<file path="src/rtl/clm_pkg.sv">
// Types and codes shared by the lock manager modules.
package clm_pkg;

   localparam int CMD_W       = 2;
   localparam int LOCK_ID_W   = 6;
   localparam int CLIENT_W    = 4;
   localparam int STATUS_W    = 2;
   localparam int KIND_W      = 2;
   localparam int REQ_DATA_W  = 16;
   localparam int RSP_DATA_W  = 8;
   localparam int RSP_PAD_W   = RSP_DATA_W - STATUS_W - CLIENT_W;

   typedef enum logic [CMD_W-1:0] {
      CMD_ACQUIRE      = 2'd0,
      CMD_RELEASE      = 2'd1,
      CMD_RETRY_RESULT = 2'd2
   } cmd_type;

   typedef enum logic [1:0] {
      PH_FREE     = 2'd0,
      PH_HELD     = 2'd1,
      PH_REVOKING = 2'd2,
      PH_HANDOVER = 2'd3
   } phase_type;

   typedef enum logic [STATUS_W-1:0] {
      ST_OK         = 2'd0,
      ST_RETRY      = 2'd1,
      ST_NOT_HOLDER = 2'd2,
      ST_FULL       = 2'd3
   } status_type;

   typedef enum logic [KIND_W-1:0] {
      MSG_NONE   = 2'd0,
      MSG_REVOKE = 2'd1,
      MSG_RETRY  = 2'd2
   } kind_type;

   typedef enum logic [1:0] {
      S_CLEAR,
      S_IDLE,
      S_EXEC,
      S_POP
   } state_type;

   // Controller to datapath
   typedef struct packed {
      logic clearing;
      logic load;
      logic commit;
      logic commit_pop;
   } ctrl_cmd_type;

   // Datapath to controller
   typedef struct packed {
      logic clear_done;
      logic need_pop;
   } dp_status_type;

   typedef struct packed {
      logic [CLIENT_W-1:0] client;
      kind_type            kind;
      status_type          status;
   } result_type;

endpackage

</file>
<file path="src/rtl/clm_ctrl.sv">
// Sequencing state machine of the lock manager.
module clm_ctrl
   import clm_pkg::*;
(
   input  logic          clock,
   input  logic          reset,
   input  logic          req_tvalid,
   output logic          req_tready,
   input  dp_status_type dp_status,
   input  logic          out_free,
   output ctrl_cmd_type  cmd
);

   state_type state_ff, state_in;

   always_ff @(posedge clock) begin
      if (reset) begin
         state_ff <= S_CLEAR;
      end else begin
         state_ff <= state_in;
      end
   end

   always_comb begin
      state_in   = state_ff;
      req_tready = 1'b0;
      cmd        = '0;
      unique case (state_ff)
         S_CLEAR: begin
            cmd.clearing = 1'b1;
            if (dp_status.clear_done) begin
               state_in = S_IDLE;
            end
         end
         S_IDLE: begin
            req_tready = 1'b1;
            if (req_tvalid) begin
               cmd.load = 1'b1;
               state_in = S_EXEC;
            end
         end
         S_EXEC: begin
            if (dp_status.need_pop) begin
               state_in = S_POP;
            end else if (out_free) begin
               cmd.commit = 1'b1;
               state_in   = S_IDLE;
            end
         end
         S_POP: begin
            if (out_free) begin
               cmd.commit_pop = 1'b1;
               state_in       = S_IDLE;
            end
         end
         default: begin
            state_in = S_CLEAR;
         end
      endcase
   end

endmodule

</file>
<file path="src/rtl/clm_datapath.sv">
// Lock table, wait queues and decision logic of the lock manager.
module clm_datapath
   import clm_pkg::*;
#(
   parameter int LOCK_COUNT   = 64,
   parameter int CLIENT_COUNT = 16,
   parameter int QUEUE_DEPTH  = 8
)(
   input  logic                 clock,
   input  logic                 reset,
   input  ctrl_cmd_type         cmd,
   input  logic [CMD_W-1:0]     req_command,
   input  logic [LOCK_ID_W-1:0] req_lock_id,
   input  logic [CLIENT_W-1:0]  req_client_id,
   input  logic                 req_retry_ok,
   output dp_status_type        dp_status,
   output result_type           result
);

   localparam int LOCK_AW     = (LOCK_COUNT > 1) ? $clog2(LOCK_COUNT) : 1;
   localparam int SLOT_W      = (QUEUE_DEPTH > 1) ? $clog2(QUEUE_DEPTH) : 1;
   localparam int COUNT_W     = $clog2(QUEUE_DEPTH + 1);
   localparam int STORE_DEPTH = LOCK_COUNT * QUEUE_DEPTH;
   localparam int STORE_AW    = (STORE_DEPTH > 1) ? $clog2(STORE_DEPTH) : 1;
   localparam int IDX_EXT_W   = LOCK_AW + LOCK_ID_W;

   typedef struct packed {
      phase_type           phase;
      logic [CLIENT_W-1:0] holder;
      logic [SLOT_W-1:0]   head;
      logic [COUNT_W-1:0]  count;
   } row_type;

   row_type             row_mem   [LOCK_COUNT];
   logic [CLIENT_W-1:0] store_mem [STORE_DEPTH];

   logic [CMD_W-1:0]     cmd_ff;
   logic [LOCK_ID_W-1:0] lock_ff;
   logic [CLIENT_W-1:0]  client_ff;
   logic                 ok_ff;
   logic [LOCK_AW-1:0]   clear_cnt_ff;

   logic [IDX_EXT_W-1:0] req_idx_ext, item_idx_ext;
   logic [LOCK_AW-1:0]   item_idx, rd_idx, row_wa;
   row_type              row_q, row_next, row_pop, row_wd;
   logic                 row_we, row_dirty;
   logic [CLIENT_W-1:0]  store_q;
   logic [STORE_AW-1:0]  push_addr, head_addr;
   logic                 push, push_we, need_pop, range_ok, full;
   logic [SLOT_W:0]      slot_sum;
   logic [SLOT_W-1:0]    tail_slot, head_next;
   result_type           res_dec, res_pop;

   always_ff @(posedge clock) begin
      if (cmd.load) begin
         cmd_ff    <= req_command;
         lock_ff   <= req_lock_id;
         client_ff <= req_client_id;
         ok_ff     <= req_retry_ok;
      end
   end

   // Clearing pass over the lock table after reset
   always_ff @(posedge clock) begin
      if (reset) begin
         clear_cnt_ff <= '0;
      end else if (cmd.clearing && !dp_status.clear_done) begin
         clear_cnt_ff <= clear_cnt_ff + LOCK_AW'(1);
      end
   end

   assign req_idx_ext  = IDX_EXT_W'(req_lock_id);
   assign item_idx_ext = IDX_EXT_W'(lock_ff);
   assign item_idx     = item_idx_ext[LOCK_AW-1:0];
   assign rd_idx       = cmd.load ? req_idx_ext[LOCK_AW-1:0] : item_idx;

   always_ff @(posedge clock) begin
      if (row_we) begin
         row_mem[row_wa] <= row_wd;
      end
      row_q <= row_mem[rd_idx];
   end

   always_ff @(posedge clock) begin
      if (push_we) begin
         store_mem[push_addr] <= client_ff;
      end
      store_q <= store_mem[head_addr];
   end

   // Queue slot arithmetic
   always_comb begin
      slot_sum  = {1'b0, row_q.head} + (SLOT_W + 1)'(row_q.count);
      tail_slot = (slot_sum >= (SLOT_W + 1)'(QUEUE_DEPTH))
                  ? SLOT_W'(slot_sum - (SLOT_W + 1)'(QUEUE_DEPTH))
                  : SLOT_W'(slot_sum);
      head_next = (row_q.head == SLOT_W'(QUEUE_DEPTH - 1)) ? '0
                  : row_q.head + SLOT_W'(1);
      full      = row_q.count >= COUNT_W'(QUEUE_DEPTH);
      push_addr = STORE_AW'(item_idx) * STORE_AW'(QUEUE_DEPTH) + STORE_AW'(tail_slot);
      head_addr = STORE_AW'(item_idx) * STORE_AW'(QUEUE_DEPTH) + STORE_AW'(row_q.head);
      range_ok  = (32'(lock_ff) < 32'(LOCK_COUNT)) && (32'(client_ff) < 32'(CLIENT_COUNT));
   end

   // Decide the outcome of the held item
   always_comb begin
      row_next  = row_q;
      row_dirty = 1'b0;
      push      = 1'b0;
      need_pop  = 1'b0;
      res_dec   = '{client: '0, kind: MSG_NONE, status: ST_OK};
      if (!range_ok) begin
         res_dec.status = ST_NOT_HOLDER;
      end else begin
         case (cmd_ff)
            CMD_ACQUIRE: begin
               if (row_q.phase == PH_FREE) begin
                  row_next.holder = client_ff;
                  row_next.phase  = PH_HELD;
                  row_dirty       = 1'b1;
               end else if (full) begin
                  res_dec.status = ST_FULL;
               end else begin
                  push           = 1'b1;
                  row_next.count = row_q.count + COUNT_W'(1);
                  row_dirty      = 1'b1;
                  res_dec.status = ST_RETRY;
                  if (row_q.phase == PH_HELD) begin
                     row_next.phase = PH_REVOKING;
                     res_dec.kind   = MSG_REVOKE;
                     res_dec.client = row_q.holder;
                  end
               end
            end
            CMD_RELEASE: begin
               if (row_q.phase == PH_FREE || row_q.holder != client_ff) begin
                  res_dec.status = ST_NOT_HOLDER;
               end else if (row_q.count != '0) begin
                  need_pop = 1'b1;
               end else begin
                  row_next.phase = PH_FREE;
                  row_dirty      = 1'b1;
               end
            end
            CMD_RETRY_RESULT: begin
               if (!ok_ff || row_q.phase != PH_HANDOVER) begin
                  res_dec.status = ST_OK;
               end else if (row_q.holder != client_ff) begin
                  res_dec.status = ST_NOT_HOLDER;
               end else begin
                  row_next.phase = PH_HELD;
                  row_dirty      = 1'b1;
               end
            end
            default: begin
               res_dec.status = ST_OK;
            end
         endcase
      end
   end

   // Hand the lock to the head of its queue
   always_comb begin
      row_pop        = row_q;
      row_pop.holder = store_q;
      row_pop.phase  = PH_HANDOVER;
      row_pop.head   = head_next;
      row_pop.count  = row_q.count - COUNT_W'(1);
      res_pop        = '{client: store_q, kind: MSG_RETRY, status: ST_OK};
   end

   always_comb begin
      row_we  = cmd.clearing | (cmd.commit & row_dirty) | cmd.commit_pop;
      row_wa  = cmd.clearing ? clear_cnt_ff : item_idx;
      row_wd  = cmd.clearing ? row_type'('0) : (cmd.commit_pop ? row_pop : row_next);
      push_we = cmd.commit & push;
      result  = cmd.commit_pop ? res_pop : res_dec;
   end

   assign dp_status.clear_done = (clear_cnt_ff == LOCK_AW'(LOCK_COUNT - 1));
   assign dp_status.need_pop   = need_pop;

endmodule

</file>
<file path="src/rtl/caching_lock_manager_core.sv">
// Top level of the caching lock manager: request and response streams.
//
//   channel | prefix | direction | tdata (low bit up)                   | tuser
//   --------+--------+-----------+--------------------------------------+------------
//   request | req_   | in        | lock_id[5:0] client_id[9:6] retry_ok | command
//   result  | rsp_   | out       | status[1:0] notify_client[5:2]       | notify_kind
//
// An item is accepted, then its lock entry is read, modified and written;
// a release that hands the lock to a waiter adds a step that reads the
// head slot of the wait queue memory.
// After reset the lock table is cleared one entry a cycle, with req_tready
// low until the last entry is cleared.
// One item is in flight at a time; a result waits in the output register
// and holds the next item in its final cycle until rsp_tready frees it.
module caching_lock_manager_core
   import clm_pkg::*;
#(
   parameter int LOCK_COUNT   = 64,
   parameter int CLIENT_COUNT = 16,
   parameter int QUEUE_DEPTH  = 8
)(
   input  logic                  clock,
   input  logic                  reset,
   input  logic                  req_tvalid,
   output logic                  req_tready,
   input  logic [REQ_DATA_W-1:0] req_tdata,  // lock_id, client_id, retry_ok
   input  logic [CMD_W-1:0]      req_tuser,  // command
   output logic                  rsp_tvalid,
   input  logic                  rsp_tready,
   output logic [RSP_DATA_W-1:0] rsp_tdata,  // status, notify_client
   output logic [KIND_W-1:0]     rsp_tuser   // notify_kind
);

   ctrl_cmd_type  cmd;
   dp_status_type dp_status;
   result_type    result;
   result_type    rsp_result_ff;
   logic          rsp_valid_ff, rsp_valid_in;
   logic          out_free, rsp_load;

   // The output register is free when empty or being drained this cycle
   assign out_free = !rsp_valid_ff || rsp_tready;
   assign rsp_load = cmd.commit | cmd.commit_pop;

   clm_ctrl u_ctrl (
      .clock      (clock),
      .reset      (reset),
      .req_tvalid (req_tvalid),
      .req_tready (req_tready),
      .dp_status  (dp_status),
      .out_free   (out_free),
      .cmd        (cmd)
   );

   clm_datapath #(
      .LOCK_COUNT   (LOCK_COUNT),
      .CLIENT_COUNT (CLIENT_COUNT),
      .QUEUE_DEPTH  (QUEUE_DEPTH)
   ) u_datapath (
      .clock         (clock),
      .reset         (reset),
      .cmd           (cmd),
      .req_command   (req_tuser),
      .req_lock_id   (req_tdata[LOCK_ID_W-1:0]),
      .req_client_id (req_tdata[LOCK_ID_W +: CLIENT_W]),
      .req_retry_ok  (req_tdata[LOCK_ID_W + CLIENT_W]),
      .dp_status     (dp_status),
      .result        (result)
   );

   // Hold a finished result until the sink takes the transfer
   always_comb begin
      rsp_valid_in = rsp_valid_ff;
      if (rsp_load) begin
         rsp_valid_in = 1'b1;
      end else if (rsp_tready) begin
         rsp_valid_in = 1'b0;
      end
   end

   always_ff @(posedge clock) begin
      if (reset) begin
         rsp_valid_ff <= 1'b0;
      end else begin
         rsp_valid_ff <= rsp_valid_in;
      end
   end

   always_ff @(posedge clock) begin
      if (rsp_load) begin
         rsp_result_ff <= result;
      end
   end

   assign rsp_tvalid = rsp_valid_ff;
   assign rsp_tdata  = {{RSP_PAD_W{1'b0}}, rsp_result_ff.client, rsp_result_ff.status};
   assign rsp_tuser  = rsp_result_ff.kind;

endmodule

</file>
<file path="config.mk">
export PLATFORM = sky130hd
export DESIGN_NAME = caching_lock_manager_core
export DESIGN_NICKNAME = d
export VERILOG_FILES = /design/src/rtl/clm_pkg.sv /design/src/rtl/clm_ctrl.sv /design/src/rtl/clm_datapath.sv /design/src/rtl/caching_lock_manager_core.sv
export SDC_FILE = /design/constraint.sdc
export NUM_CORES = 2
export LEC_CHECK = 0
export BUFFER_PORTS_ARGS = -buffer_cell sky130_fd_sc_hd__buf_4
export CORE_ASPECT_RATIO = 0.75
export CORE_MARGIN = 10
export CORE_UTILIZATION = 57
export DETAILED_ROUTE_END_ITERATION = 6
export GPL_ROUTABILITY_DRIVEN = 0
export PLACE_DENSITY = 0.85
export SYNTH_ARGS = -nofsm -noshare
export SYNTH_HDL_FRONTEND = slang
export SYNTH_SLANG_ARGS = --single-unit
</file>
<file path="constraint.sdc">
create_clock -name clock -period 9 [get_ports clock]
set_input_delay 0 -clock clock [delete_from_list [all_inputs] [get_ports clock]]
set_output_delay 0 -clock clock [all_outputs]
set_load 0.01 [all_outputs]
</file>
# After elaboration in Yosys (flattened, before gate mapping)
# Memories as Yosys holds them, arrays and structs flattened. A register that Yosys moved wholly into a read port is not among the register bits.
# Index checks and enable logic that the tools add are counted.
# W data, S select, Z words.
[op_classes]
add_sub_neg = 8
mul = 0
n_div = 0
order_cmp = 2
eq_ne = 12
n_shift = 0
muxes = 60
bitwise = 6
n_reduce_logical = 14
[ops]
columns = ["cell", "n"]
rows = [
  ["$mux W2", 15],
  ["$mux W6", 5],
  ["$mux W13", 2],
  ["$mux W1", 25],
  ["$mux W4", 5],
  ["$add A9 B3 Y9", 2],
  ["$mux W8", 2],
  ["$pmux W2 S3", 2],
  ["$ge A4 B4 Y1 const B", 2],
  ["$pmux W2 S4", 1],
  ["$add A6 B1 Y6 const B", 1],
  ["$eq A2 B1 Y1 const B", 3],
  ["$eq A2 B2 Y1 const B", 3],
  ["$eq A6 B6 Y1 const B", 1],
  ["$logic_not A2 Y1", 3],
  ["$mux W3", 2],
  ["$add A3 B4 Y4", 1],
  ["$add A4 B1 Y4 const B", 1],
  ["$ne A2 B2 Y1 const B", 2],
  ["$ne A4 B4 Y1", 1],
  ["$reduce_bool A4 Y1", 1],
  ["$reduce_or A4 Y1", 1],
  ["$sub A4 B1 Y4 const B", 1],
  ["$add A3 B1 Y3 const B", 1],
  ["12 further kinds", 19],
]
[totals]
ff_bits = 30
latch_bits = 0
ramBits = 2880
mem_bits_ro = 0
input_bits = 22
output_inout_bits = 12
wordCells = 115
mem_count = 2
[mem_list]
columns = ["memory", "depth", "width", "read_ports", "rd_ports_with_merged_regs", "write_ports", "line", "source"]
rows = [
  ["u_datapath.store_mem", 512, 4, 1, 1, 1, "clm_datapath.sv:35", "logic [CLIENT_W-1:0] store_mem [STORE_DEPTH];"],
  ["u_datapath.row_mem", 64, 13, 1, 1, 1, "clm_datapath.sv:34", "row_type row_mem [LOCK_COUNT];"],
]

# Longest topological paths before layout
[depth]
word_depth = 11
depth_mapped = 15
depth_no_buf = 11

# By module
# A second synthesis with hierarchy kept.
[hier_totals]
hier_cells = 7170
hier_area_um2 = 117244.9
[by_module_without_submodules]
columns = ["mod", "instances", "cells_each", "area_per_inst_um2", "seq_area_each_um2"]
rows = [
  ["clm_datapath", 1, 7138, 116798.3, 87273.7],
  ["caching_lock_manager_core", 1, 16, 309.0, 260.2],
  ["clm_ctrl", 1, 16, 137.6, 40.0],
]

# Worst setup path before layout
# No wires, ideal clock.
[synth_timing]
kind = "flip-flop to flip-flop"
startpoint = "register u_datapath.client_ff[3]"
endpoint = "memory u_datapath.row_mem[0][10] (netlist bit), data pin"
setup_time_ns = 0.701
t_arrival_ns = 9.304
t_required_ns = 8.299
slack_ns = -1.005
path_stages_with_launch = 3
n_path_buf = 0
period_less_slack_ns = 10.005
path_cell_list = "edfxtp_1 mux2i_1 o21ai_0"
[synth_lines]
columns = ["element", "line", "source"]
rows = [
  ["start, declared", "clm_datapath.sv:39", "logic [CLIENT_W-1:0] client_ff;"],
  ["start signal, assigned", "clm_datapath.sv:58", "client_ff <= req_client_id;"],
  ["end, declared", "clm_datapath.sv:34", ""],
]

# Worst setup path in the final report
[layout_timing]
startpoint = "register, netlist name u_datapath.row_next[4]"
endpoint = "register u_datapath.store_q[1] (read register of u_datapath.store_mem)"
[layout_between]
elab_chain_len = 1
[layout_lines]
columns = ["element", "line", "source"]
rows = [
  ["$add A9 B3 Y9", "clm_datapath.sv:101", "head_addr = STORE_AW'(item_idx) * STORE_AW'(QUEUE_DEPTH) + STORE_AW'(row_q.head);"],
  ["end, declared", "clm_datapath.sv:47", "logic [CLIENT_W-1:0] store_q;"],
]
# Every way passes these cells.
# A chain may end at the register's enable or synchronous reset.

==> metrics.json <==
{
  "detailed_routing": {
    "dr.pass1.iters": 7,
    "postRouteWirelength_um": 326000,
    "route.antenna.remaining_nets": 0,
    "drt_drc_violations_left": 11,
    "route.vias.total": 71100,
    "drt-wirelength-per-cell_um": 32.5,
    "viasPerCell": 7.08,
    "detail_route.iter0.violations": 14200
  },
  "clock_tree": {
    "clock_insertion_delay_worst_skew_ps": 970,
    "ctsResizeCount": 0,
    "cts.path.max_buffers": 4,
    "numClockSinks": 2927,
    "clock-root-buffer": "clkbuf_16",
    "htree_num_levels": 4,
    "clk_pin_slew_worst_paths_ps": 70,
    "cts_tree": "yes",
    "cts_inserted_buffers": 244
  },
  "finish": {
    "post_route_cells_drive_above_1_share": 0.135,
    "layout_commonest_cell": "edfxtp_1",
    "post-route-cell-area_um2": 128000,
    "layout.cells.most_common_list": "edfxtp_1 (2895), nand2_1 (1008), nor2_1 (660)",
    "fillerInstances": 12600,
    "final_util": 0.631,
    "area_delta_synth_final_pct": 9.71,
    "finish.net_count": 7177
  },
  "pwr": {
    "post-layout-total-power_uw": 39200,
    "switching_power_uw": 13600,
    "share_clk_of_total_power": 0.281,
    "comb_power_share": 0.309,
    "power.share.sequential": 0.410,
    "worst_ir_drop_vdd_v": 0.000305,
    "p_sw_frac": 0.347,
    "power-per-cell-area_nw_per_um2": 306,
    "p_int_uw": 25600,
    "leakage_uw": 0.0411
  },
  "synthesis": {
    "synth_cell_types": 72,
    "syn_inst": 7153,
    "synth_warnings": 0,
    "synth_flop_cell": "edfxtp_1",
    "seq_area_frac_synth": 0.750,
    "syn_area_per_cell_um2": 16.3,
    "synth-edff-count": 2895,
    "async_set_or_reset_flop_fraction_in_the_synthesized_netlist": 0,
    "mappedNetlistArea_um2": 117000,
    "synth_seq_cells": 2927
  },
  "placed_design": {
    "detailedPlacementHpwl_um": 180000,
    "dp_slack_ps": 3830,
    "post_dp_cell_area_um2": 120000,
    "placement.io_buffers": 26
  },
  "floorplan": {
    "floorplan.rows": 143,
    "floorplan.core_area_um2": 203000,
    "number_of_top_level_pins": 34,
    "floorplan.die_area_um2": 224000,
    "floorplan.die.height_um": 412,
    "die-width_um": 543,
    "initial_utilization": 0.575
  },
  "grt": {
    "grt_overflow": 0,
    "antenna_found_initial": 27,
    "grt_pass1_vias": 69300,
    "grt_max_degree": 249,
    "groute.layer.met1.usage": 0.371,
    "gr-usage-met3": 0.103,
    "grt_pass1_wl_um": 470000,
    "grt_use_total": 0.283,
    "gr_layer_usage_met2": 0.420,
    "globalRoute.busiestLayer": "met2"
  },
  "worst_setup_path": {
    "critical_path.startpoint_type": "flop",
    "critical_path_required_ps": 9830,
    "criticalPathCategory": "flop to flop",
    "critPathTopFamily": "compound AO/OA/AOI/OAI gates",
    "critical_path_maximum_fanout": 64,
    "cp_slowest_stage_delay_ps": 1040,
    "path_buf_inv": 2,
    "crit_path_end_kind": "flop",
    "slowest_stage_cell_on_the_critical_path": "dfxtp_4",
    "critical_path.cell_chain": "buf_12 -> buf_4 -> mux4_2 -> o22ai_1 -> a211o_1 -> a31oi_1 -> a41oi_1 -> o311ai_0 -> or4_1",
    "critPathArrivalTime_ps": 6340
  },
  "sta": {
    "max-slew-margin-rel": 0.00201,
    "grt_setup_unrepaired": "false",
    "worst_case_hold_slack_ps": 7.23,
    "post-route-period-util": 0.612,
    "report.final.hold_viol_count": 0,
    "worstMarginPinSlew_ps": 1500,
    "max_freq_mhz": 182,
    "final-max-slew-violation-count": 0,
    "final.min_clock_period_ps": 5500,
    "finalSetupViolCount": 0,
    "timing.clock.skew_ps": 101,
    "postLayoutSetupSlackWorst_ps": 3500
  },
  "min_path": {
    "hp-class": "input pin to flop"
  },
  "status": {
    "status": "finished with violations",
    "failed_checks": "DRC"
  },
  "flow_run": {
    "max_cap_violations": 0
  }
}
[synthesized netlist by cell type (all sizes together), types with 69 or more instances]
master | n | area [µm²]
nor2 | 680 | 2560
a311oi | 110 | 963
a21oi | 69 | 345
mux4 | 356 | 8020
edfxtp | 2895 | 86900
clkbuf | 262 | 983
mux2i | 369 | 3690
a221oi | 115 | 1010
nand3 | 361 | 1810
and3 | 126 | 788
buf | 217 | 1400
o21ai | 92 | 460
nand2 | 1027 | 3850
[final cells by class]
cell class | instances | area, µm² | area share
Sequential cell | 2927 | 87600 | 0.684
Clock inverter | 121 | 1440 | 0.0113
Timing Repair Buffer | 227 | 1990 | 0.0155
Inverter | 22 | 104 | 0.000811
Tap cell | 2682 | 3360 | 0.0262
Multi-Input combinational cell | 3726 | 27000 | 0.211
Antenna cell | 13 | 32.5 | 0.000254
Clock buffer | 322 | 6590 | 0.0514
[path summary, 6_finish.rpt]
path / to / slack [ps] / from / cells after the start
setup / recovery: u_datapath.store_q[1] / 3500 / u_datapath.row_next[4] / 9
hold / removal: u_ctrl.state_ff[1] / 7 / req_tvalid / 4
setup reg to reg: u_datapath.store_q[1] / 3500 / u_datapath.row_next[4] / 9
hold reg to reg: u_datapath.clear_cnt_ff[4] / 590 / u_datapath.clear_cnt_ff[4] / 2
[power by group through the flow]
stage | Sequential (µW) | Clock [µW] | Combinational, µW
global placement | 16300 | 0 | 11000
global route | 16100 | 11400 | 12400
detailed placement | 16300 | 0 | 11400
finish | 16100 | 11000 | 12100
CTS | 16100 | 10900 | 11600
floorplan | 16400 | 0 | 7440
[per-stage QoR]
step / TNS, ps / cells
detailed placement: 0 / 9560
CTS: 0 / 10000
finish: 0 / 10000
floorplan: -47590 / 7154
global placement: 0 / 9560
global route: 0 / 10000
[cells by family (layout without fill, tap and decap cells)]
logic type,after synthesis,count (layout),share of synthesized area
DFF,2927,2927,0.750
and+or+nand+nor,2340,2340,0.0853
muxes,731,731,0.101
AOI/OAI and AO/OA,635,635,0.0410
buffers and inverters,501,692,0.0211
xor gates and xnor gates,11,11,0.000825
adders and majority gates,7,7,0.000814
other,1,15,0.0000321
[worst register-to-register path, delay by kind of cell (launching register included)]
family / cells / cell delay (ps)
AOI/OAI and AO/OA: 5 / 1950
buffers and inverters: 2 / 1260
DFF: 1 / 1040
muxes: 1 / 600
and+or+nand+nor: 1 / 600
[state kept, by name, indices dropped and copies added, names as in the netlist]
name                     count
rsp_tvalid                   1
u_datapath.row_q            10
u_datapath.ok_ff             1
u_datapath.row_mem         832
u_ctrl.state_ff              2
rsp_tuser                    2
u_datapath.clear_cnt_ff      6
rsp_tdata                    6
u_datapath.item_idx          6
u_datapath.store_q           4
u_datapath.cmd_ff            2
u_datapath.client_ff         4
u_datapath.row_next          3
u_datapath.store_mem      2048
[what timing repair did]
action,4_1_cts,5_1_grt
setup buffers,0,0
hold buffers,24,0
endpoints found under the hold margin,35,0
[routing by layer]
layer / up-vias / routed length (µm)
met3: 1401 / 57000
met5: - / 207
li1: 27700 / -
met4: 32 / 20600
met1: 34600 / 105000
met2: 7290 / 143000
(Power assumes the default switching activity.)
